## config.mk

```make
export PLATFORM = sky130hd
export DESIGN_NAME = http_chunked_body_decoder
export DESIGN_NICKNAME = d
export VERILOG_FILES = /design/src/rtl/core/hcbd_pkg.sv /design/src/rtl/core/hcbd_front.sv /design/src/rtl/core/hcbd_fifo.sv /design/src/rtl/core/hcbd_back.sv /design/src/rtl/core/http_chunked_body_decoder.sv
export SDC_FILE = /design/constraint.sdc
export NUM_CORES = 1
export LEC_CHECK = 0
export ABC_AREA = 1
export BUFFER_PORTS_ARGS = -buffer_cell sky130_fd_sc_hd__buf_2
export CORE_MARGIN = 2
export CORE_UTILIZATION = 60
export DETAILED_ROUTE_END_ITERATION = 7
export MAX_ROUTING_LAYER = met4
export PLACE_DENSITY = 0.84
export SETUP_SLACK_MARGIN = 0.05
export SLEW_MARGIN = 25
export SYNTH_ARGS = -nofsm -noshare
export SYNTH_HDL_FRONTEND = slang
export SYNTH_SLANG_ARGS = --single-unit
```

## constraint.sdc

```tcl
create_clock -name clk -period 4.15 [get_ports clk]
set_input_delay 0.6225 -clock clk [delete_from_list [all_inputs] [get_ports clk]]
set_output_delay 0.6225 -clock clk [all_outputs]
set_load 0.05 [all_outputs]
```

## src/rtl/core/hcbd_pkg.sv

```systemverilog
`default_nettype none

package hcbd_pkg;

    localparam logic [7:0] CH_LF    = 8'h0A;
    localparam logic [7:0] CH_CR    = 8'h0D;
    localparam logic [7:0] CH_HT    = 8'h09;
    localparam logic [7:0] CH_VT    = 8'h0B;
    localparam logic [7:0] CH_FF    = 8'h0C;
    localparam logic [7:0] CH_SPACE = 8'h20;
    localparam logic [7:0] CH_PLUS  = 8'h2B;
    localparam logic [7:0] CH_MINUS = 8'h2D;
    localparam logic [7:0] CH_ZERO  = 8'h30;
    localparam logic [7:0] CH_NINE  = 8'h39;
    localparam logic [7:0] CH_UA    = 8'h41;
    localparam logic [7:0] CH_UF    = 8'h46;
    localparam logic [7:0] CH_UX    = 8'h58;
    localparam logic [7:0] CH_LA    = 8'h61;
    localparam logic [7:0] CH_LF_HEX = 8'h66;
    localparam logic [7:0] CH_LX    = 8'h78;

    localparam int HEX_BASE_ALPHA = 10;
    localparam int OUT_TDATA_W    = 16;

    typedef enum logic [3:0] {
        PH_WS         = 4'd0,
        PH_SIGN       = 4'd1,
        PH_ZERO       = 4'd2,
        PH_DIGITS     = 4'd3,
        PH_REST       = 4'd4,
        PH_DATA       = 4'd5,
        PH_AFTER_DATA = 4'd6,
        PH_AFTER_CR   = 4'd7,
        PH_DONE       = 4'd8
    } phase_t;

    typedef enum logic [3:0] {
        CLS_LF    = 4'd0,
        CLS_CR    = 4'd1,
        CLS_WS    = 4'd2,
        CLS_PLUS  = 4'd3,
        CLS_MINUS = 4'd4,
        CLS_ZERO  = 4'd5,
        CLS_HEX   = 4'd6,
        CLS_X     = 4'd7,
        CLS_OTHER = 4'd8
    } cls_t;

    typedef enum logic [1:0] {
        ST_OK        = 2'd0,
        ST_BAD_LINE  = 2'd1,
        ST_TRUNCATED = 2'd2
    } status_t;

    typedef struct packed {
        logic [7:0] data;
        logic       last;
        cls_t       cls;
        logic [3:0] hexv;
    } q_entry_t;

endpackage

`default_nettype wire

```

## src/rtl/core/hcbd_front.sv

```systemverilog
`default_nettype none

module hcbd_front
    import hcbd_pkg::*;
(
    input  wire logic [7:0] data,
    input  wire logic       last,
    output q_entry_t        entry
);

    cls_t       cls;
    logic [3:0] hexv;

    always_comb
    begin
        cls  = CLS_OTHER;
        hexv = 4'd0;
        if (data == CH_LF)
        begin
            cls = CLS_LF;
        end
        else if (data == CH_CR)
        begin
            cls = CLS_CR;
        end
        else if (data == CH_SPACE || data == CH_HT || data == CH_VT || data == CH_FF)
        begin
            cls = CLS_WS;
        end
        else if (data == CH_PLUS)
        begin
            cls = CLS_PLUS;
        end
        else if (data == CH_MINUS)
        begin
            cls = CLS_MINUS;
        end
        else if (data == CH_ZERO)
        begin
            cls = CLS_ZERO;
        end
        else if (data > CH_ZERO && data <= CH_NINE)
        begin
            cls  = CLS_HEX;
            hexv = 4'(data - CH_ZERO);
        end
        else if (data >= CH_LA && data <= CH_LF_HEX)
        begin
            cls  = CLS_HEX;
            hexv = 4'(data - CH_LA + 8'(HEX_BASE_ALPHA));
        end
        else if (data >= CH_UA && data <= CH_UF)
        begin
            cls  = CLS_HEX;
            hexv = 4'(data - CH_UA + 8'(HEX_BASE_ALPHA));
        end
        else if (data == CH_LX || data == CH_UX)
        begin
            cls = CLS_X;
        end
    end

    assign entry.data = data;
    assign entry.last = last;
    assign entry.cls  = cls;
    assign entry.hexv = hexv;

endmodule

`default_nettype wire

```

## src/rtl/core/hcbd_fifo.sv

```systemverilog
`default_nettype none

module hcbd_fifo
    import hcbd_pkg::*;
#(
    parameter int DEPTH = 2
)
(
    input  wire logic     clk,
    input  wire logic     rst_n,
    input  wire logic     push,
    input  wire q_entry_t push_entry,
    output logic          full,
    input  wire logic     pop,
    output logic          not_empty,
    output q_entry_t      head
);

    localparam int PTR_W = (DEPTH > 1) ? $clog2(DEPTH) : 1;
    localparam int CNT_W = $clog2(DEPTH + 1);

    q_entry_t           mem_reg [DEPTH];
    logic [PTR_W-1:0]   wr_ptr_reg;
    logic [PTR_W-1:0]   wr_ptr_next;
    logic [PTR_W-1:0]   rd_ptr_reg;
    logic [PTR_W-1:0]   rd_ptr_next;
    logic [CNT_W-1:0]   count_reg;
    logic [CNT_W-1:0]   count_next;
    logic               do_push;
    logic               do_pop;

    assign full      = (count_reg == CNT_W'(DEPTH));
    assign not_empty = (count_reg != '0);
    assign head      = mem_reg[rd_ptr_reg];
    assign do_push   = push && !full;
    assign do_pop    = pop && not_empty;

    always_comb
    begin
        wr_ptr_next = wr_ptr_reg;
        rd_ptr_next = rd_ptr_reg;
        count_next  = count_reg;
        if (do_push)
        begin
            wr_ptr_next = (wr_ptr_reg == PTR_W'(DEPTH - 1)) ? '0 : wr_ptr_reg + 1'b1;
        end
        if (do_pop)
        begin
            rd_ptr_next = (rd_ptr_reg == PTR_W'(DEPTH - 1)) ? '0 : rd_ptr_reg + 1'b1;
        end
        if (do_push && !do_pop)
        begin
            count_next = count_reg + 1'b1;
        end
        else if (do_pop && !do_push)
        begin
            count_next = count_reg - 1'b1;
        end
    end

    always_ff @(posedge clk or negedge rst_n)
    begin
        if (!rst_n)
        begin
            wr_ptr_reg <= '0;
            rd_ptr_reg <= '0;
            count_reg  <= '0;
        end
        else
        begin
            wr_ptr_reg <= wr_ptr_next;
            rd_ptr_reg <= rd_ptr_next;
            count_reg  <= count_next;
        end
    end

    always_ff @(posedge clk)
    begin
        if (do_push)
        begin
            mem_reg[wr_ptr_reg] <= push_entry;
        end
    end

endmodule

`default_nettype wire

```

## src/rtl/core/hcbd_back.sv

```systemverilog
`default_nettype none

module hcbd_back
    import hcbd_pkg::*;
#(
    parameter int SIZE_BITS = 31
)
(
    input  wire logic       clk,
    input  wire logic       rst_n,
    input  wire logic       entry_valid,
    input  wire q_entry_t   entry,
    output logic            pop,
    output logic            m_valid,
    input  wire logic       m_ready,
    output logic [7:0]      m_byte,
    output logic            m_byte_valid,
    output logic            m_end,
    output logic [1:0]      m_status,
    output phase_t          phase
);

    phase_t                 phase_reg;
    phase_t                 phase_next;
    logic [SIZE_BITS-1:0]   acc_reg;
    logic [SIZE_BITS-1:0]   acc_next;
    logic [SIZE_BITS-1:0]   left_reg;
    logic [SIZE_BITS-1:0]   left_next;
    logic                   dig_reg;
    logic                   dig_next;
    logic                   bad_reg;
    logic                   bad_next;
    logic [1:0]             err_reg;
    logic [1:0]             err_next;

    logic                   out_valid_reg;
    logic                   out_valid_next;
    logic [7:0]             out_byte_reg;
    logic [7:0]             out_byte_next;
    logic                   out_bv_reg;
    logic                   out_bv_next;
    logic                   out_end_reg;
    logic                   out_end_next;
    logic [1:0]             out_status_reg;
    logic [1:0]             out_status_next;

    logic                   data_byte;
    logic                   fresh;
    logic                   run_line;
    phase_t                 lp;
    logic [SIZE_BITS-1:0]   la;
    logic                   ld;
    logic                   lb;
    logic                   is_hex;
    logic                   ovf;
    logic [1:0]             status;

    assign pop    = entry_valid && (!out_valid_reg || m_ready);
    assign is_hex = (entry.cls == CLS_HEX) || (entry.cls == CLS_ZERO);

    always_comb
    begin
        phase_next = phase_reg;
        acc_next   = acc_reg;
        left_next  = left_reg;
        dig_next   = dig_reg;
        bad_next   = bad_reg;
        err_next   = err_reg;
        data_byte  = 1'b0;
        fresh      = 1'b0;
        run_line   = 1'b0;
        status     = ST_OK;

        unique case (phase_reg)
            PH_DONE:
            begin
            end
            PH_DATA:
            begin
                data_byte = 1'b1;
                left_next = left_reg - 1'b1;
                if (left_reg == SIZE_BITS'(1))
                begin
                    phase_next = PH_AFTER_DATA;
                end
            end
            PH_AFTER_DATA:
            begin
                if (entry.cls == CLS_CR)
                begin
                    phase_next = PH_AFTER_CR;
                end
                else
                begin
                    fresh    = 1'b1;
                    run_line = (entry.cls != CLS_LF);
                end
            end
            PH_AFTER_CR:
            begin
                fresh    = 1'b1;
                run_line = (entry.cls != CLS_LF);
            end
            default:
            begin
                run_line = 1'b1;
            end
        endcase

        lp  = fresh ? PH_WS : phase_reg;
        la  = fresh ? '0 : acc_reg;
        ld  = fresh ? 1'b0 : dig_reg;
        lb  = fresh ? 1'b0 : bad_reg;
        ovf = (la[SIZE_BITS-1 -: 4] != 4'd0);

        if (fresh)
        begin
            phase_next = PH_WS;
            acc_next   = '0;
            dig_next   = 1'b0;
            bad_next   = 1'b0;
        end

        if (run_line)
        begin
            if (entry.cls == CLS_LF)
            begin
                if (lb || !ld)
                begin
                    err_next   = ST_BAD_LINE;
                    phase_next = PH_DONE;
                end
                else if (la == '0)
                begin
                    phase_next = PH_DONE;
                end
                else
                begin
                    left_next  = la;
                    phase_next = PH_DATA;
                end
            end
            else
            begin
                // sign/prefix handling folds the WS and SIGN phases together
                if ((lp == PH_WS && (entry.cls == CLS_WS || entry.cls == CLS_CR)))
                begin
                end
                else if (lp == PH_WS && entry.cls == CLS_PLUS)
                begin
                    phase_next = PH_SIGN;
                end
                else if (lp == PH_WS && entry.cls == CLS_MINUS)
                begin
                    bad_next   = 1'b1;
                    phase_next = PH_REST;
                end
                else if ((lp == PH_WS || lp == PH_SIGN) && entry.cls == CLS_ZERO)
                begin
                    dig_next   = 1'b1;
                    phase_next = PH_ZERO;
                end
                else if (lp == PH_ZERO && entry.cls == CLS_X)
                begin
                    phase_next = PH_DIGITS;
                end
                else if ((lp == PH_WS || lp == PH_SIGN || lp == PH_ZERO || lp == PH_DIGITS)
                         && is_hex)
                begin
                    dig_next = 1'b1;
                    if (ovf)
                    begin
                        bad_next   = 1'b1;
                        phase_next = PH_REST;
                    end
                    else
                    begin
                        acc_next   = {la[SIZE_BITS-5:0], entry.hexv};
                        phase_next = PH_DIGITS;
                    end
                end
                else if (lp == PH_WS || lp == PH_SIGN || lp == PH_ZERO || lp == PH_DIGITS)
                begin
                    phase_next = PH_REST;
                end
            end
        end

        if (entry.last)
        begin
            status = err_next;
            if (phase_next == PH_DATA && err_next == ST_OK)
            begin
                status = ST_TRUNCATED;
            end
            phase_next = PH_WS;
            acc_next   = '0;
            left_next  = '0;
            dig_next   = 1'b0;
            bad_next   = 1'b0;
            err_next   = ST_OK;
        end
    end

    always_comb
    begin
        out_valid_next  = out_valid_reg && !m_ready;
        out_byte_next   = out_byte_reg;
        out_bv_next     = out_bv_reg;
        out_end_next    = out_end_reg;
        out_status_next = out_status_reg;
        if (pop)
        begin
            out_valid_next  = data_byte || entry.last;
            out_byte_next   = data_byte ? entry.data : 8'd0;
            out_bv_next     = data_byte;
            out_end_next    = entry.last;
            out_status_next = entry.last ? status : ST_OK;
        end
    end

    always_ff @(posedge clk or negedge rst_n)
    begin
        if (!rst_n)
        begin
            phase_reg     <= PH_WS;
            acc_reg       <= '0;
            left_reg      <= '0;
            dig_reg       <= 1'b0;
            bad_reg       <= 1'b0;
            err_reg       <= ST_OK;
            out_valid_reg <= 1'b0;
        end
        else
        begin
            out_valid_reg <= out_valid_next;
            if (pop)
            begin
                phase_reg <= phase_next;
                acc_reg   <= acc_next;
                left_reg  <= left_next;
                dig_reg   <= dig_next;
                bad_reg   <= bad_next;
                err_reg   <= err_next;
            end
        end
    end

    always_ff @(posedge clk)
    begin
        out_byte_reg   <= out_byte_next;
        out_bv_reg     <= out_bv_next;
        out_end_reg    <= out_end_next;
        out_status_reg <= out_status_next;
    end

    assign m_valid      = out_valid_reg;
    assign m_byte       = out_byte_reg;
    assign m_byte_valid = out_bv_reg;
    assign m_end        = out_end_reg;
    assign m_status     = out_status_reg;
    assign phase        = phase_reg;

endmodule

`default_nettype wire

```

## src/rtl/core/http_chunked_body_decoder.sv

```systemverilog
`default_nettype none

// channel  dir  tdata                                   tuser        tlast
// s_axis   in   [7:0] in_byte                           -            in_last
// m_axis   out  [7:0] out_byte, [9:8] out_status, pad   out_byte_valid  out_end
//
// One word per cycle in and at most one out while m_axis does not stall; a result
// is written into the queue, then into the output register, and then shows on m_axis.
// The classifier feeds a two-word queue; the decode FSM pops one word a cycle unless m_axis stalls.
// s_axis_tready drops only while the queue is full, i.e. when m_axis stalls.
// Reset is asynchronous; after the last word of a body the decoder starts fresh.

module http_chunked_body_decoder
    import hcbd_pkg::*;
#(
    parameter int SIZE_BITS = 31
)
(
    input  wire logic                   clk,
    input  wire logic                   rst_n,
    input  wire logic                   s_axis_tvalid,
    output logic                        s_axis_tready,
    input  wire logic [7:0]             s_axis_tdata,   // [7:0] in_byte
    input  wire logic                   s_axis_tlast,
    output logic                        m_axis_tvalid,
    input  wire logic                   m_axis_tready,
    output logic [OUT_TDATA_W-1:0]      m_axis_tdata,   // [7:0] out_byte, [9:8] out_status
    output logic                        m_axis_tuser,   // [0] out_byte_valid
    output logic                        m_axis_tlast
);

    q_entry_t   front_entry;
    q_entry_t   head;
    logic       q_full;
    logic       q_not_empty;
    logic       q_pop;
    logic [7:0] out_byte;
    logic [1:0] out_status;
    phase_t     back_phase;

    hcbd_front u_front
    (
        .data  (s_axis_tdata),
        .last  (s_axis_tlast),
        .entry (front_entry)
    );

    hcbd_fifo #(.DEPTH(2)) u_fifo
    (
        .clk        (clk),
        .rst_n      (rst_n),
        .push       (s_axis_tvalid),
        .push_entry (front_entry),
        .full       (q_full),
        .pop        (q_pop),
        .not_empty  (q_not_empty),
        .head       (head)
    );

    hcbd_back #(.SIZE_BITS(SIZE_BITS)) u_back
    (
        .clk          (clk),
        .rst_n        (rst_n),
        .entry_valid  (q_not_empty),
        .entry        (head),
        .pop          (q_pop),
        .m_valid      (m_axis_tvalid),
        .m_ready      (m_axis_tready),
        .m_byte       (out_byte),
        .m_byte_valid (m_axis_tuser),
        .m_end        (m_axis_tlast),
        .m_status     (out_status),
        .phase        (back_phase)
    );

    assign s_axis_tready = !q_full;
    assign m_axis_tdata  = {(OUT_TDATA_W - 10)'(0), out_status, out_byte};

    a_full_blocks: assert property (@(posedge clk) disable iff (!rst_n)
        q_full |-> !s_axis_tready)
        else $error("input taken while queue full");

    a_mid_is_data: assert property (@(posedge clk) disable iff (!rst_n)
        (m_axis_tvalid && !m_axis_tlast) |-> (m_axis_tuser && out_status == ST_OK))
        else $error("non-final word without data or with status");

    a_last_restarts: assert property (@(posedge clk) disable iff (!rst_n)
        (q_pop && head.last) |=> (back_phase == PH_WS))
        else $error("decoder not restarted after last word");

endmodule

`default_nettype wire
```

# After elaboration in Yosys (flattened, before gate mapping)
# Memories as Yosys holds them, arrays and structs flattened.
# Cells that the tools add are included.
# W data, S select, Z words.
# word_totals
ff_bits	87
mem_bits_rw	34
output_inout_bits	20
n_memories	1
word_cells	197
# op_classes
order_cmp	6
reduce_logical	44
mux	92
add_sub_neg	10
n_bitwise	1
eq_ne	28
# memory_table
name	words	word_bits	rd	rd_ports_with_merged_regs	wr	line	source
u_fifo.mem_reg	2	17	1	0	1	hcbd_fifo.sv:22	q_entry_t mem_reg [DEPTH];
# op_table
cell	n
$mux W31	17
$mux W4	35
$eq A8 B4 Y1 const B	5
$eq A4 B3 Y1 const B	8
$eq A8 B6 Y1 const B	4
$eq A31 B1 Y1 const B	1
$logic_not A31 Y1	1
$sub A31 B1 Y31 const B	1
$mux W1	29
$eq A4 B2 Y1 const B	4
$eq A8 B7 Y1 const B	2
$ge A8 B7 Y1 const B	2
$le A8 B7 Y1 const B	2
$logic_and A1 B1 Y1	16
$mux W2	7
$logic_or A1 B1 Y1	12
$sub A4 B1 Y4 const B	3
$add A4 B4 Y4 const B	2
$eq A4 B1 Y1 const B	2
$gt A8 B6 Y1 const B	1
$le A8 B6 Y1 const B	1
$logic_not A4 Y1	2
$pmux W4 S2	1
$reduce_bool A4 Y1	2
13 further kinds	21

# Longest topological paths before layout
# Gate-level depths: netlist of run 1.
# An unclocked memory read counts as a cell.
# logic_depth
word_depth	21
ltp_mapped	17
mapped_depth_nobuf	17

# Cells and area by module
# From an unflattened synthesis of run 1, not the netlist that was laid out.
# unflattened
cells_unflattened	923
area_unflattened_um2	7287.0
# by_module_without_submodules
module	seq_area_each_um2	n_inst	area_each_um2	cells_per_inst
hcbd_back	2137.0	1	5157.4	710
hcbd_fifo	1121.1	1	1605.3	120
hcbd_front	0.0	1	471.7	85
http_chunked_body_decoder	0.0	1	52.6	8

# Worst setup path before layout of run 1
# No wires, ideal clock.
# synth_path
path_kind	flip-flop to flip-flop
start	reg u_back.out_valid_reg (netlist: u_back.m_valid)
end	reg u_fifo.count_reg[1]
setup_ps	131
path_buffers	2
period_less_slack_ps	2242
setup_slack_ps	1908
arrival_ps	2111
stages_incl_launch_ff	11
cell_sequence	dfrtp_1 -> inv_1 -> nor2_1 -> a21oi_1 -> inv_1 -> clkbuf_1 -> clkbuf_1 -> ha_1 -> a21oi_1 -> o21ai_0 -> xor2_1
# synth_between
elab_chain_len	7
elab_cells_between_ends	9
cone_classes	1 x mux; 8 x reduce/logical
# synth_rtl
item	line	source
from (decl)	hcbd_back.sv:36	logic out_valid_reg;
from (signal assigned)	hcbd_back.sv:236	out_valid_reg <= out_valid_next;
$logic_not A1 Y1 *	hcbd_back.sv:58	assign pop = entry_valid && (!out_valid_reg || m_ready);
$logic_or A1 B1 Y1 *	hcbd_back.sv:58	
$logic_and A1 B1 Y1 *	hcbd_back.sv:58	
$logic_and A1 B1 Y1 *	hcbd_fifo.sv:36	assign do_pop = pop && not_empty;
$logic_not A1 Y1	hcbd_fifo.sv:51	if (do_push && !do_pop)
$logic_and A1 B1 Y1	hcbd_fifo.sv:51	
$mux W2 / $reduce_bool A2 Y1 (equally long branches)	-	
to (signal assigned)	hcbd_fifo.sv:73	count_reg <= count_next;
to (decl)	hcbd_fifo.sv:27	logic [CNT_W-1:0] count_reg;
# Every way passes the cells marked *; elsewhere a longest branch is shown, timed or not.
# A chain may end at the register's enable or synchronous reset.

# Worst setup path in the final report of run 1
# layout_path
start	reg u_fifo.rd_ptr_reg
end	reg u_back.left_reg[24]
# layout_between
elab_chain_len	11
elab_cells_between_ends	19
cone_classes	1 x eq/ne; 12 x mux; 5 x reduce/logical; 1 x memory
# layout_rtl
item	line	source
from (decl)	hcbd_fifo.sv:25	logic [PTR_W-1:0] rd_ptr_reg;
from (signal assigned)	hcbd_fifo.sv:72	rd_ptr_reg <= rd_ptr_next;
$mem_v2 Z2 W17 *	-	
$eq A4 B1 Y1	hcbd_back.sv:89	if (entry.cls == CLS_CR)
$mux W1	hcbd_back.sv:89	
$pmux W1 S2	hcbd_back.sv:74	unique case (phase_reg)
$mux W31 / $mux W1 (equally long branches)	hcbd_back.sv:111, hcbd_back.sv:112	
$logic_not A31 Y1 / $logic_not A1 Y1 (equally long branches)	hcbd_back.sv:133, hcbd_back.sv:128	
$mux W31 / $logic_or A1 B1 Y1 (equally long branches)	hcbd_back.sv:133, hcbd_back.sv:128	
$mux W31	hcbd_back.sv:128	if (lb || !ld)
$mux W31	hcbd_back.sv:126	if (entry.cls == CLS_LF)
$mux W31	hcbd_back.sv:124	if (run_line)
$mux W31 *	hcbd_back.sv:189	if (entry.last)
to (signal assigned)	hcbd_back.sv:241	left_reg <= left_next;
to (decl)	hcbd_back.sv:27	logic [SIZE_BITS-1:0] left_reg;
# Marked as above.

==> metrics.log, run 1 <==
INFO  metric run_status = finished clean
INFO  metric ys_seq_area_frac = 0.462
INFO  metric clock_tree_from_tritoncts = built
INFO  metric synth_edf_count = 46
INFO  metric largest_register_ff_count = 34
INFO  metric post_cts_hold_buffer_count = 0
INFO  metric synthesized_cell_area = 7050 um^2
INFO  metric timing.max_slew.rel_slack = 0.434
INFO  metric place.detailed.instances = 1,041
INFO  metric critPathKind = flop to flop
INFO  metric flow.area_growth_from_synthesis = 12.2%
INFO  metric slowest_stage = o21bai_4
INFO  metric pin_count_of_the_biggest_net_entering_global_routing = 76
INFO  metric vias_in_the_first_global_route = 5,819
INFO  metric grt_setup_unrepaired = no
INFO  metric max_freq = 296 MHz
INFO  metric final.fill_count = 902
INFO  metric cp-start-kind = flop
INFO  metric seqPwrFrac = 0.304
INFO  metric setup.worst_path.start = u_fifo.rd_ptr_reg$_DFFE_PN0P_
INFO  metric cts_max_path_buffers = 2
INFO  metric overflow = 0
INFO  metric dr.first_iter.drc_count = 637
INFO  metric wire_length_of_the_first_global_routing_pass = 27,500 um
INFO  metric drt-pass1-iter-count = 5
INFO  metric floorplan.die_area = 12,600 um^2
INFO  metric intPower = 3.34 mW
INFO  metric post-cts-setup-buffer-count = 0
INFO  metric remaining_drc_errors = 0
INFO  metric timing.clock.skew = 12.2 ps
INFO  metric place_congestion = 0.940
INFO  metric synth_top_cell_area_share = 0.266
INFO  metric crit_path_frequent_cell = nand2_1
INFO  metric r2r_start = u_fifo.rd_ptr_reg$_DFFE_PN0P_
INFO  metric netlist.top_cell.by_area = dfrtp_1
INFO  metric detail_route.wirelength = 16,400 um
INFO  metric core.rowCount = 39
INFO  metric synth-main-ff-cell = dfrtp_1
INFO  metric detailroute.via_count = 6,148
INFO  metric drt.antenna.violating_nets = 0
INFO  metric number_of_h_tree_levels = 4
INFO  metric min_period = 3380 ps
INFO  metric die_width = 112 um
INFO  metric cts_sinks = 121
INFO  metric post_route_non_filler_standard_cell_count = 1,073
INFO  metric setup_viol = 0
INFO  metric antenna-diode-count = 0
INFO  metric critical_path_peak_fanout = 23
INFO  metric grt_antenna_before_repair = 0
INFO  metric powerDensity = 773 nW/um^2
INFO  metric avg_synthesized_cell_area = 7.90 um^2
INFO  metric clockRootBuffer = clkbuf_16
INFO  metric syn_inst = 892
INFO  metric synth.top_cells.by_area = dfrtp_1 (27%), edfxtp_1 (20%), nand2_1 (9.5%), nor2_1 (6.6%), inv_1 (6.3%)
INFO  metric worstPathArrival = 3650 ps
INFO  metric cts_repair_resize_count = 0
INFO  metric port_buffers = 26
INFO  metric groute.usage.overall = 0.280
INFO  metric nNetsFinal = 938
INFO  metric critPathCaptureType = flop
INFO  metric numCtsBuffers = 17
INFO  metric pwr-share-clk = 0.248
INFO  metric finalHoldViolCount = 0
INFO  metric post-route-period-util = 0.814
INFO  metric clkLatencyLatePin = 430 ps
INFO  metric worst_ir_drop_vdd = 0.565 mV
INFO  metric layout-drive-gt1-share = 0.104
INFO  metric p_comb_frac = 0.449
INFO  metric slew_viol_final = 0
INFO  metric fin_setup_tns = 0 ps
INFO  metric asyncSetResetFlopFracSynth = 0.620
INFO  metric worst_slew_pin_slew = 848 ps
INFO  metric top_level_ports = 33
INFO  metric drv_cap = 0
INFO  metric ys_seq_elements = 121
INFO  metric clk_pin_slew = 60 ps
INFO  metric cpPeakStageDelay = 540 ps
INFO  metric floorplan.initialDensity = 0.617
INFO  metric yosysWarnings = 0
INFO  metric drt-vias-per-instance = 5.73
INFO  metric total_leakage_power = 3.82 nW
INFO  metric place_hpwl = 11,100 um
INFO  metric die_height = 112 um
INFO  metric synth.distinct_cells = 46
INFO  metric total_switching_power = 2.77 mW
INFO  metric crit_chain = inv_1, nand2_1, nand2_1, nand3_1, o21bai_4, o41ai_1, nand2_1, nor2_1, nand2_2, nand3_2, buf_4, o211ai_1, o21ai_0
INFO  metric p_sw_frac = 0.454
INFO  metric floorplan.core_area = 11,400 um^2
INFO  metric holdCritPathClass = primary input to asynchronous set/reset pin
INFO  metric average_detailed_routed_wire_length_per_instance = 15.3 um
INFO  metric req_time_crit_path = 4420 ps
critical path: cells and delay by family (launching register included):
| family | cells | cell delay, ps |
|---|---|---|
| AND/OR/NAND/NOR | 7 | 1080 |
| AO/OA/AOI/OAI | 4 | 1070 |
| buffers and inverters | 2 | 700 |
| flip-flops | 1 | 370 |
power groups by stage:
stage	registers, mW	clock network [mW]	logic (mW)
floorplan	2.03	0	1.86
global placement	1.85	0	2.62
detailed placement	1.87	0	2.67
CTS	1.85	1.53	2.70
global route	1.89	1.58	3.03
finish	1.86	1.51	2.74
routing by layer:
metal,global-route usage,vias up,part of all wire
met5,-,-,0
met4,0.0967,0,0.016
met3,0.0691,24,0.080
met2,0.440,248,0.48
met1,0.359,2855,0.42
li1,-,3021,-
cell families (layout without fill, tap and decap cells):
family	Yosys count	count (layout)	synth area share
other	1	6	0.000532
xor gates and xnor gates	27	27	0.0336
DFF	121	121	0.462
and+or+nand+nor	384	384	0.229
AOI/OAI and AO/OA	190	190	0.166
buffers and inverters	161	194	0.0939
adders and majority gates	8	8	0.0142
worst paths after layout:
check,to,slack (ps),cells after the start
max in group asynchronous,u_back.left_reg[16]$_DFFE_PN0P_,3450,1
max,u_back.left_reg[24]$_DFFE_PN0P_,770,13
min,u_back.m_valid$_DFF_PN0_,210,1
max reg2reg,u_back.left_reg[24]$_DFFE_PN0P_,770,13
min in group clk,u_fifo.mem_reg[0][8]$_DFFE_PP_,390,1
min reg2reg,u_fifo.count_reg[0]$_DFFE_PN0P_,470,1
Yosys cell counts (2+ instances only):
cell type	instances
a21oi_1	29
a31oi_1	2
a32o_1	5
buf_1	3
buf_2	7
buf_4	9
buf_6	2
clkbuf_1	17
dfrtp_1	75
edfxtp_1	46
ha_1	8
inv_1	119
inv_2	3
nand2_1	179
nand2_2	3
nand3_1	38
nand3_2	4
nand4_1	8
nor2_1	124
nor2_2	3
nor2_4	3
nor3_1	10
nor4_1	5
o211ai_1	28
o21ai_0	79
o21ai_1	4
o21ai_2	2
o22ai_1	21
o31ai_1	4
o41ai_1	8
or2_2	4
xor2_1	26
stage by stage:
stage	setup slack, ps	instance area [um^2]	hold slack [ps]	util	total power, mW
2_1_floorplan	1910	7060	327	-	3.89
3_3_place_gp	1020	7290	461	0.639	4.48
3_5_place_dp	911	7290	467	0.639	4.54
4_1_cts	841	7900	374	0.692	6.08
5_1_grt	496	7900	282	0.692	6.50
6_report	773	7900	212	0.692	6.11
placed cells by master (no fill, tap or decap), drive strengths merged, types with 2 or more instances in the layout:
master	Yosys	final
o22ai	21	21
o211ai	28	28
a32o	5	5
nor4	5	5
buf	21	39
nand2	182	182
clkinv	1	4
conb	1	6
bufinv	0	2
a21oi	29	29
o21ai	85	85
or2	5	5
nand4	8	8
inv	122	130
o41ai	8	8
a31oi	2	2
ha	8	8
xor2	26	26
nor2	130	130
clkinvlp	0	2
nor3	10	10
edfxtp	46	46
dfrtp	75	75
nand3	42	42
clkbuf	17	17
o31ai	4	4
layout make-up:
| cell class | instances | area, um^2 | area share |
|---|---|---|---|
| Clock inverter | 15 | 181 | 0.0230 |
| Multi-Input combinational cell | 615 | 3160 | 0.400 |
| Inverter | 123 | 462 | 0.0584 |
| Clock buffer | 17 | 425 | 0.0538 |
| Tap cell | 143 | 179 | 0.0226 |
| Sequential cell | 121 | 3260 | 0.412 |
| Timing Repair Buffer | 39 | 234 | 0.0296 |
Note: power is estimated with default switching activity, not from simulation.
==> inputs of run 2 (changes only) <==
Clock period 4.15 ns to 3.4 ns, I/O delays scaled along.
==> run 2 against run 1 <==
Net effect:
- register-to-register slack got worse by 400 ps
- non-clock buffer count is 1 higher
- clock skew fell by 5.5 ps
- final cell count about the same
- clock power is 25% higher
- flip-flop and latch count unchanged
- worst setup slack worse by 400 ps
- first-iteration DRC count down 17%
- die area did not move
- largest power group unchanged
- critical endpoint is now u_back.acc_reg[0]$_DFFE_PN0P_
- combinational power increased by 22%
- sequential power rose by 23%
==> metrics.log, run 2 (synthesis results as in run 1) <==
INFO  metric finalHoldViolCount = 0 (unchanged)
INFO  metric die_height = 112 um (unchanged)
INFO  metric min_period = 3020 ps (was 3380 ps)
INFO  metric worst_ir_drop_vdd = 0.943 mV (was 0.565 mV)
INFO  metric antenna-diode-count = 0 (unchanged)
INFO  metric grt_antenna_before_repair = 0 (unchanged)
INFO  metric critical_path_peak_fanout = 21 (was 23)
INFO  metric clkLatencyLatePin = 430 ps (about the same)
INFO  metric mostFrequentLayoutCell = nand2_1 (unchanged)
INFO  metric r2r_start = u_fifo.rd_ptr_reg$_DFFE_PN0P_ (unchanged)
INFO  metric place_congestion = 0.915 (was 0.940)
INFO  metric groute.usage.overall = 0.288 (was 0.280)
INFO  metric vias_in_the_first_global_route = 5,991 (was 5,819)
INFO  metric cp-start-kind = flop (unchanged)
INFO  metric number_of_h_tree_levels = 4 (unchanged)
INFO  metric core.rowCount = 39 (unchanged)
INFO  metric port_buffers = 26 (unchanged)
INFO  metric clock_tree_from_tritoncts = built (unchanged)
INFO  metric flow.area_growth_from_synthesis = 12.4% (was 12.2%)
INFO  metric post-cts-setup-buffer-count = 0 (unchanged)
INFO  metric timing.clock.skew = 6.76 ps (was 12.2 ps)
INFO  metric wire_length_of_the_first_global_routing_pass = 27,900 um (was 27,500 um)
INFO  metric post-layout-total-power = 7.51 mW (was 6.11 mW)
INFO  metric final_core_util = 0.694 (was 0.692)
INFO  metric grt_setup_unrepaired = no (unchanged)
INFO  metric largest_register_ff_count = 34 (unchanged)
INFO  metric cts_max_path_buffers = 2 (unchanged)
INFO  metric die_width = 112 um (unchanged)
INFO  metric numCtsBuffers = 17 (unchanged)
INFO  metric holdCritPathClass = primary input to asynchronous set/reset pin (unchanged)
INFO  metric clockRootBuffer = clkbuf_16 (unchanged)
INFO  metric detail_route.wirelength = 16,800 um (was 16,400 um)
INFO  metric nNetsFinal = 939 (was 938)
INFO  metric critPathCaptureType = flop (unchanged)
INFO  metric mostFrequentLayoutCells = nand2_1 (179), nor2_1 (123), inv_1 (119), o21ai_0 (79), dfrtp_1 (75) (unchanged)
INFO  metric detailroute.via_count = 6,208 (was 6,148)
INFO  metric floorplan.core_area = 11,400 um^2 (unchanged)
INFO  metric max_freq = 331 MHz (was 296 MHz)
INFO  metric post_cts_hold_buffer_count = 0 (unchanged)
INFO  metric post-route-period-util = 0.890 (was 0.814)
INFO  metric setup_viol = 0 (unchanged)
INFO  metric floorplan.die_area = 12,600 um^2 (unchanged)
INFO  metric cts_repair_resize_count = 0 (unchanged)
INFO  metric average_detailed_routed_wire_length_per_instance = 15.6 um (was 15.3 um)
INFO  metric layout-drive-gt1-share = 0.104 (about the same)
INFO  metric rr_endpoint = u_back.acc_reg[0]$_DFFE_PN0P_ (was u_back.left_reg[24]$_DFFE_PN0P_)
INFO  metric total_leakage_power = 3.84 nW (was 3.82 nW)
INFO  metric drt-vias-per-instance = 5.78 (was 5.73)
INFO  metric powerDensity = 949 nW/um^2 (was 773 nW/um^2)
INFO  metric setup.worst_path.start = u_fifo.rd_ptr_reg$_DFFE_PN0P_ (unchanged)
INFO  metric req_time_crit_path = 3690 ps (was 4420 ps)
INFO  metric timing.max_slew.rel_slack = 0.508 (was 0.434)
INFO  metric remaining_drc_errors = 0 (unchanged)
INFO  metric fin_setup_tns = 0 ps (unchanged)
INFO  metric drv_cap = 0 (unchanged)
INFO  metric dr.first_iter.drc_count = 530 (was 637)
INFO  metric clk_pin_slew = 60 ps (about the same)
INFO  metric floorplan.initialDensity = 0.617 (unchanged)
INFO  metric worst_slew_pin_slew = 738 ps (was 848 ps)
INFO  metric critPathKind = flop to flop (unchanged)
INFO  metric slew_viol_final = 0 (unchanged)
INFO  metric overflow = 0 (unchanged)
INFO  metric pin_count_of_the_biggest_net_entering_global_routing = 76 (unchanged)
INFO  metric top_level_ports = 33 (unchanged)
INFO  metric worstPathArrival = 3310 ps (was 3650 ps)
INFO  metric run_status = finished clean (unchanged)
INFO  metric cts_sinks = 121 (unchanged)
INFO  metric reg2regPathDepth = 13 (unchanged)
INFO  metric place_hpwl = 11,200 um (was 11,100 um)
INFO  metric drt.antenna.violating_nets = 0 (unchanged)
INFO  metric worst-r2r-setup-slack = 380 ps (was 770 ps)
INFO  metric drt-pass1-iter-count = 5 (unchanged)
## run 2: how the worst max path moves through the flow
stage	endpoint	slack [ps]	cells past startpoint
2_1_floorplan	u_fifo.count_reg[1]$_DFFE_PN0P_	1160	10
3_3_place_gp	u_back.acc_reg[15]$_DFFE_PN0P_	540	11
3_5_place_dp	u_back.acc_reg[3]$_DFFE_PN0P_	460	11
4_1_cts	u_back.acc_reg[3]$_DFFE_PN0P_	430	11
5_1_grt	u_back.acc_reg[0]$_DFFE_PN0P_	120	11
6_report	u_back.acc_reg[0]$_DFFE_PN0P_	380	13
## run 2: critical path: stages (launching register included)
cell      delay (ps)
dfrtp_1          470
inv_1            140
nand2_1           60
nand2_1          120
nand3_1          150
o21bai_4         480
o21ai_2          240
a21boi_4         230
nand2_2           90
nor2_4           240
buf_4            300
o21ai_0          140
o211ai_1         110
o21ai_0          100
## run 2: per-stage QoR
step	cell area (um^2)	setup WS, ps	instances	hold WS [ps]
2_1_floorplan	7060	1160	897	214
3_3_place_gp	7300	538	1042	461
3_5_place_dp	7300	457	1042	465
4_1_cts	7920	434	1074	260
5_1_grt	7920	117	1074	163
6_report	7920	375	1074	84.1
## run 2: per-layer routing
layer	GRT usage	up-vias	wire, um
met2	0.455	261	8120
met5	-	-	0
li1	-	3019	-
met3	0.0589	37	1240
met1	0.363	2891	7090
met4	0.125	0	342
## run 2: area by class of cell
class / count / area (um^2)
Clock inverter: 15 / 190
Timing Repair Buffer: 40 / 241
Sequential cell: 121 / 3260
Clock buffer: 17 / 425
Inverter: 123 / 462
Tap cell: 143 / 179
Multi-Input combinational cell: 615 / 3160
Fill cell: 924 / 3500
## run 2: power by group
| part | switching, mW | internal, mW |
|---|---|---|
| logic | 2.38 | 0.971 |
| clock network | 0.719 | 1.17 |
| registers | 0.275 | 2.00 |
==> inputs of run 3 (changes only) <==
Clock period 3.4 ns to 3 ns, I/O delays scaled along.
==> run 3 against run 2 <==
Net effect:
- clock-buffer cell count is 2 higher
- non-clock buffer count rose by 9
- clock power rose by 12%
- cell area up 1.5%
- critical path depth is 1 higher
- global-route usage rose by 0.16 points
- largest power group unchanged
==> metrics.log, run 3 (synthesis results as in run 1) <==
INFO  metric cts_sinks = 121 (unchanged)
INFO  metric cpPeakStageDelay = 450 ps (was 480 ps)
INFO  metric final.fill_count = 900 (was 924)
INFO  metric remaining_drc_errors = 0 (unchanged)
INFO  metric drv_cap = 0 (unchanged)
INFO  metric crit_chain = inv_1, nand2_1, nand2_1, nand3_2, o21bai_4, buf_4, o21ai_2, a21boi_4, nand2_2, nor2_4, inv_2, a32o_1, nand2_1, o21ai_0 (was inv_1, nand2_1, nand2_1, nand3_1, o21bai_4, o21ai_2, a21boi_4, nand2_2, nor2_4, buf_4, o21ai_0, o211ai_1, o21ai_0)
INFO  metric antenna-diode-count = 0 (unchanged)
INFO  metric cts_max_path_buffers = 2 (unchanged)
INFO  metric clk_pin_slew = 50 ps (was 60 ps)
INFO  metric timing.clock.skew = 8.33 ps (was 6.76 ps)
INFO  metric powerDensity = 1070 nW/um^2 (was 949 nW/um^2)
INFO  metric grt_setup_unrepaired = no (unchanged)
INFO  metric mostFrequentLayoutCells = nand2_1 (179), nor2_1 (122), inv_1 (119), o21ai_0 (79), dfrtp_1 (75) (was nand2_1 (179), nor2_1 (123), inv_1 (119), o21ai_0 (79), dfrtp_1 (75))
INFO  metric dp_worst_setup_slack = 215 ps (was 457 ps)
INFO  metric max_freq = 369 MHz (was 331 MHz)
INFO  metric detail_route.wirelength = 17,100 um (was 16,800 um)
INFO  metric floorplan.initialDensity = 0.617 (unchanged)
INFO  metric timing.max_slew.rel_slack = 0.501 (was 0.508)
INFO  metric die_height = 112 um (unchanged)
INFO  metric worst_ir_drop_vdd = 0.831 mV (was 0.943 mV)
INFO  metric die_width = 112 um (unchanged)
INFO  metric place_hpwl = 11,300 um (was 11,200 um)
INFO  metric grt.met2_usage = 0.453 (was 0.455)
INFO  metric number_of_h_tree_levels = 4 (unchanged)
INFO  metric flow.area_growth_from_synthesis = 14.1% (was 12.4%)
INFO  metric drt-vias-per-instance = 5.75 (was 5.78)
INFO  metric wire_length_of_the_first_global_routing_pass = 28,600 um (was 27,900 um)
INFO  metric post_cts_hold_buffer_count = 0 (unchanged)
INFO  metric grt_use_met3 = 0.0535 (was 0.0589)
INFO  metric rr_endpoint = u_back.acc_reg[15]$_DFFE_PN0P_ (was u_back.acc_reg[0]$_DFFE_PN0P_)
INFO  metric mostFrequentLayoutCell = nand2_1 (unchanged)
INFO  metric vias_in_the_first_global_route = 5,901 (was 5,991)
INFO  metric clock_tree_from_tritoncts = built (unchanged)
INFO  metric detailroute.via_count = 6,229 (was 6,208)
INFO  metric worstPathArrival = 2980 ps (was 3310 ps)
INFO  metric post-route-period-util = 0.903 (was 0.890)
INFO  metric floorplan.die_area = 12,600 um^2 (unchanged)
INFO  metric reg2regPathDepth = 14 (was 13)
INFO  metric setup_slack = 292 ps (was 375 ps)
INFO  metric min_period = 2710 ps (was 3020 ps)
INFO  metric floorplan.core_area = 11,400 um^2 (unchanged)
INFO  metric clockRootBuffer = clkbuf_16 (unchanged)
INFO  metric critical_path_peak_fanout = 26 (was 21)
INFO  metric cp-start-kind = flop (unchanged)
INFO  metric bufs_and_invs_on_worst_path = 3 (was 2)
INFO  metric overflow = 0 (unchanged)
INFO  metric req_time_crit_path = 3270 ps (was 3690 ps)
INFO  metric multiInputGateArea = 3210 um^2 (was 3160 um^2)
INFO  metric critPathKind = flop to flop (unchanged)
INFO  metric grt_antenna_before_repair = 0 (unchanged)
INFO  metric largest_register_ff_count = 34 (unchanged)
INFO  metric pin_count_of_the_biggest_net_entering_global_routing = 76 (unchanged)
INFO  metric drt.antenna.violating_nets = 0 (unchanged)
INFO  metric slew_viol_final = 0 (unchanged)
INFO  metric crit_path_frequent_cell = nand2_1
INFO  metric drt-pass1-iter-count = 6 (was 5)
INFO  metric global_route.usage.met1 = 0.382 (was 0.363)
INFO  metric critPathCaptureType = flop (unchanged)
INFO  metric nNetsFinal = 949 (was 939)
INFO  metric r2r_start = u_fifo.rd_ptr_reg$_DFFE_PN0P_ (unchanged)
INFO  metric groute.usage.overall = 0.290 (was 0.288)
INFO  metric run_status = finished clean (unchanged)
INFO  metric worst_slew_pin_slew = 748 ps (was 738 ps)
INFO  metric top_level_ports = 33 (unchanged)
INFO  metric numCtsBuffers = 17 (unchanged)
INFO  metric finalHoldViolCount = 0 (unchanged)
INFO  metric total_leakage_power = 3.89 nW (was 3.84 nW)
INFO  metric busiest_layer_in_global_routing = met2 (unchanged)
INFO  metric crit_family = compound AO/OA/AOI/OAI gates (unchanged)
INFO  metric core.rowCount = 39 (unchanged)
INFO  metric port_buffers = 26 (unchanged)
INFO  metric holdCritPathClass = primary input to asynchronous set/reset pin (unchanged)
INFO  metric clkLatencyLatePin = 430 ps (about the same)
INFO  metric place_congestion = 0.957 (was 0.915)
INFO  metric setup_viol = 0 (unchanged)
INFO  metric dr.first_iter.drc_count = 529 (was 530)
INFO  metric layout-drive-gt1-share = 0.113 (was 0.104)
INFO  metric average_detailed_routed_wire_length_per_instance = 15.8 um (was 15.6 um)
INFO  metric fin_setup_tns = 0 ps (unchanged)
INFO  metric slowest_stage = dfrtp_1 (was o21bai_4)
INFO  metric regArea = 3260 um^2 (unchanged)
INFO  metric worst-r2r-setup-slack = 290 ps (was 380 ps)
## run 3: worst max-delay path by stage
| stage | end | start | slack [ps] | depth (start not counted) |
|---|---|---|---|---|
| finish | u_back.acc_reg[15]$_DFFE_PN0P_ | u_fifo.rd_ptr_reg$_DFFE_PN0P_ | 290 | 14 |
| global route | u_back.acc_reg[15]$_DFFE_PN0P_ | u_fifo.rd_ptr_reg$_DFFE_PN0P_ | 80 | 14 |
| CTS | u_back.left_reg[23]$_DFFE_PN0P_ | u_fifo.rd_ptr_reg$_DFFE_PN0P_ | 180 | 13 |
| detailed placement | u_back.left_reg[25]$_DFFE_PN0P_ | u_fifo.rd_ptr_reg$_DFFE_PN0P_ | 220 | 13 |
| global placement | u_back.left_reg[25]$_DFFE_PN0P_ | u_fifo.rd_ptr_reg$_DFFE_PN0P_ | 330 | 11 |
| floorplan | u_fifo.count_reg[1]$_DFFE_PN0P_ | u_back.m_valid$_DFF_PN0_ | 760 | 10 |
## run 3: what timing repair did
| item | in CTS | in global routing |
|---|---|---|
| endpoints found under the setup margin | 0 | 33 |
| setup buffers | 0 | 4 |
| gates resized for setup | 0 | 6 |
## run 3: final cells by class
cell class,instances,share of cell area
inverter,123,0.0574
multi-input combinational,616,0.399
sequential,121,0.405
tap,143,0.0223
clock buffer,19,0.0538
timing repair buffer,49,0.0400
clock inverter,13,0.0221
## run 3: routing by layer
| metal | part of all wire | wire [um] |
|---|---|---|
| met5 | 0 | 0 |
| met4 | 0.022 | 369 |
| met3 | 0.074 | 1260 |
| met2 | 0.49 | 8300 |
| met1 | 0.42 | 7150 |
## run 3: where the power goes
part	total, mW	switching [mW]	internal (mW)
Combinational	3.91	2.75	1.16
Sequential	2.58	0.315	2.27
Clock	2.12	0.743	1.38
Total	8.62	3.81	4.81
## run 3: metrics by stage
step | power [mW] | hold WS [ps] | cell area, um^2 | std cells | utilization
after floorplan | 5.38 | 154 | 7060 | 897 | -
after global placement | 6.29 | 460 | 7350 | 1047 | 0.644
after detailed placement | 6.34 | 464 | 7350 | 1047 | 0.644
after CTS | 8.50 | 205 | 7960 | 1079 | 0.697
after global routing | 9.19 | 117 | 8040 | 1084 | 0.704
final | 8.62 | 42.9 | 8040 | 1084 | 0.704
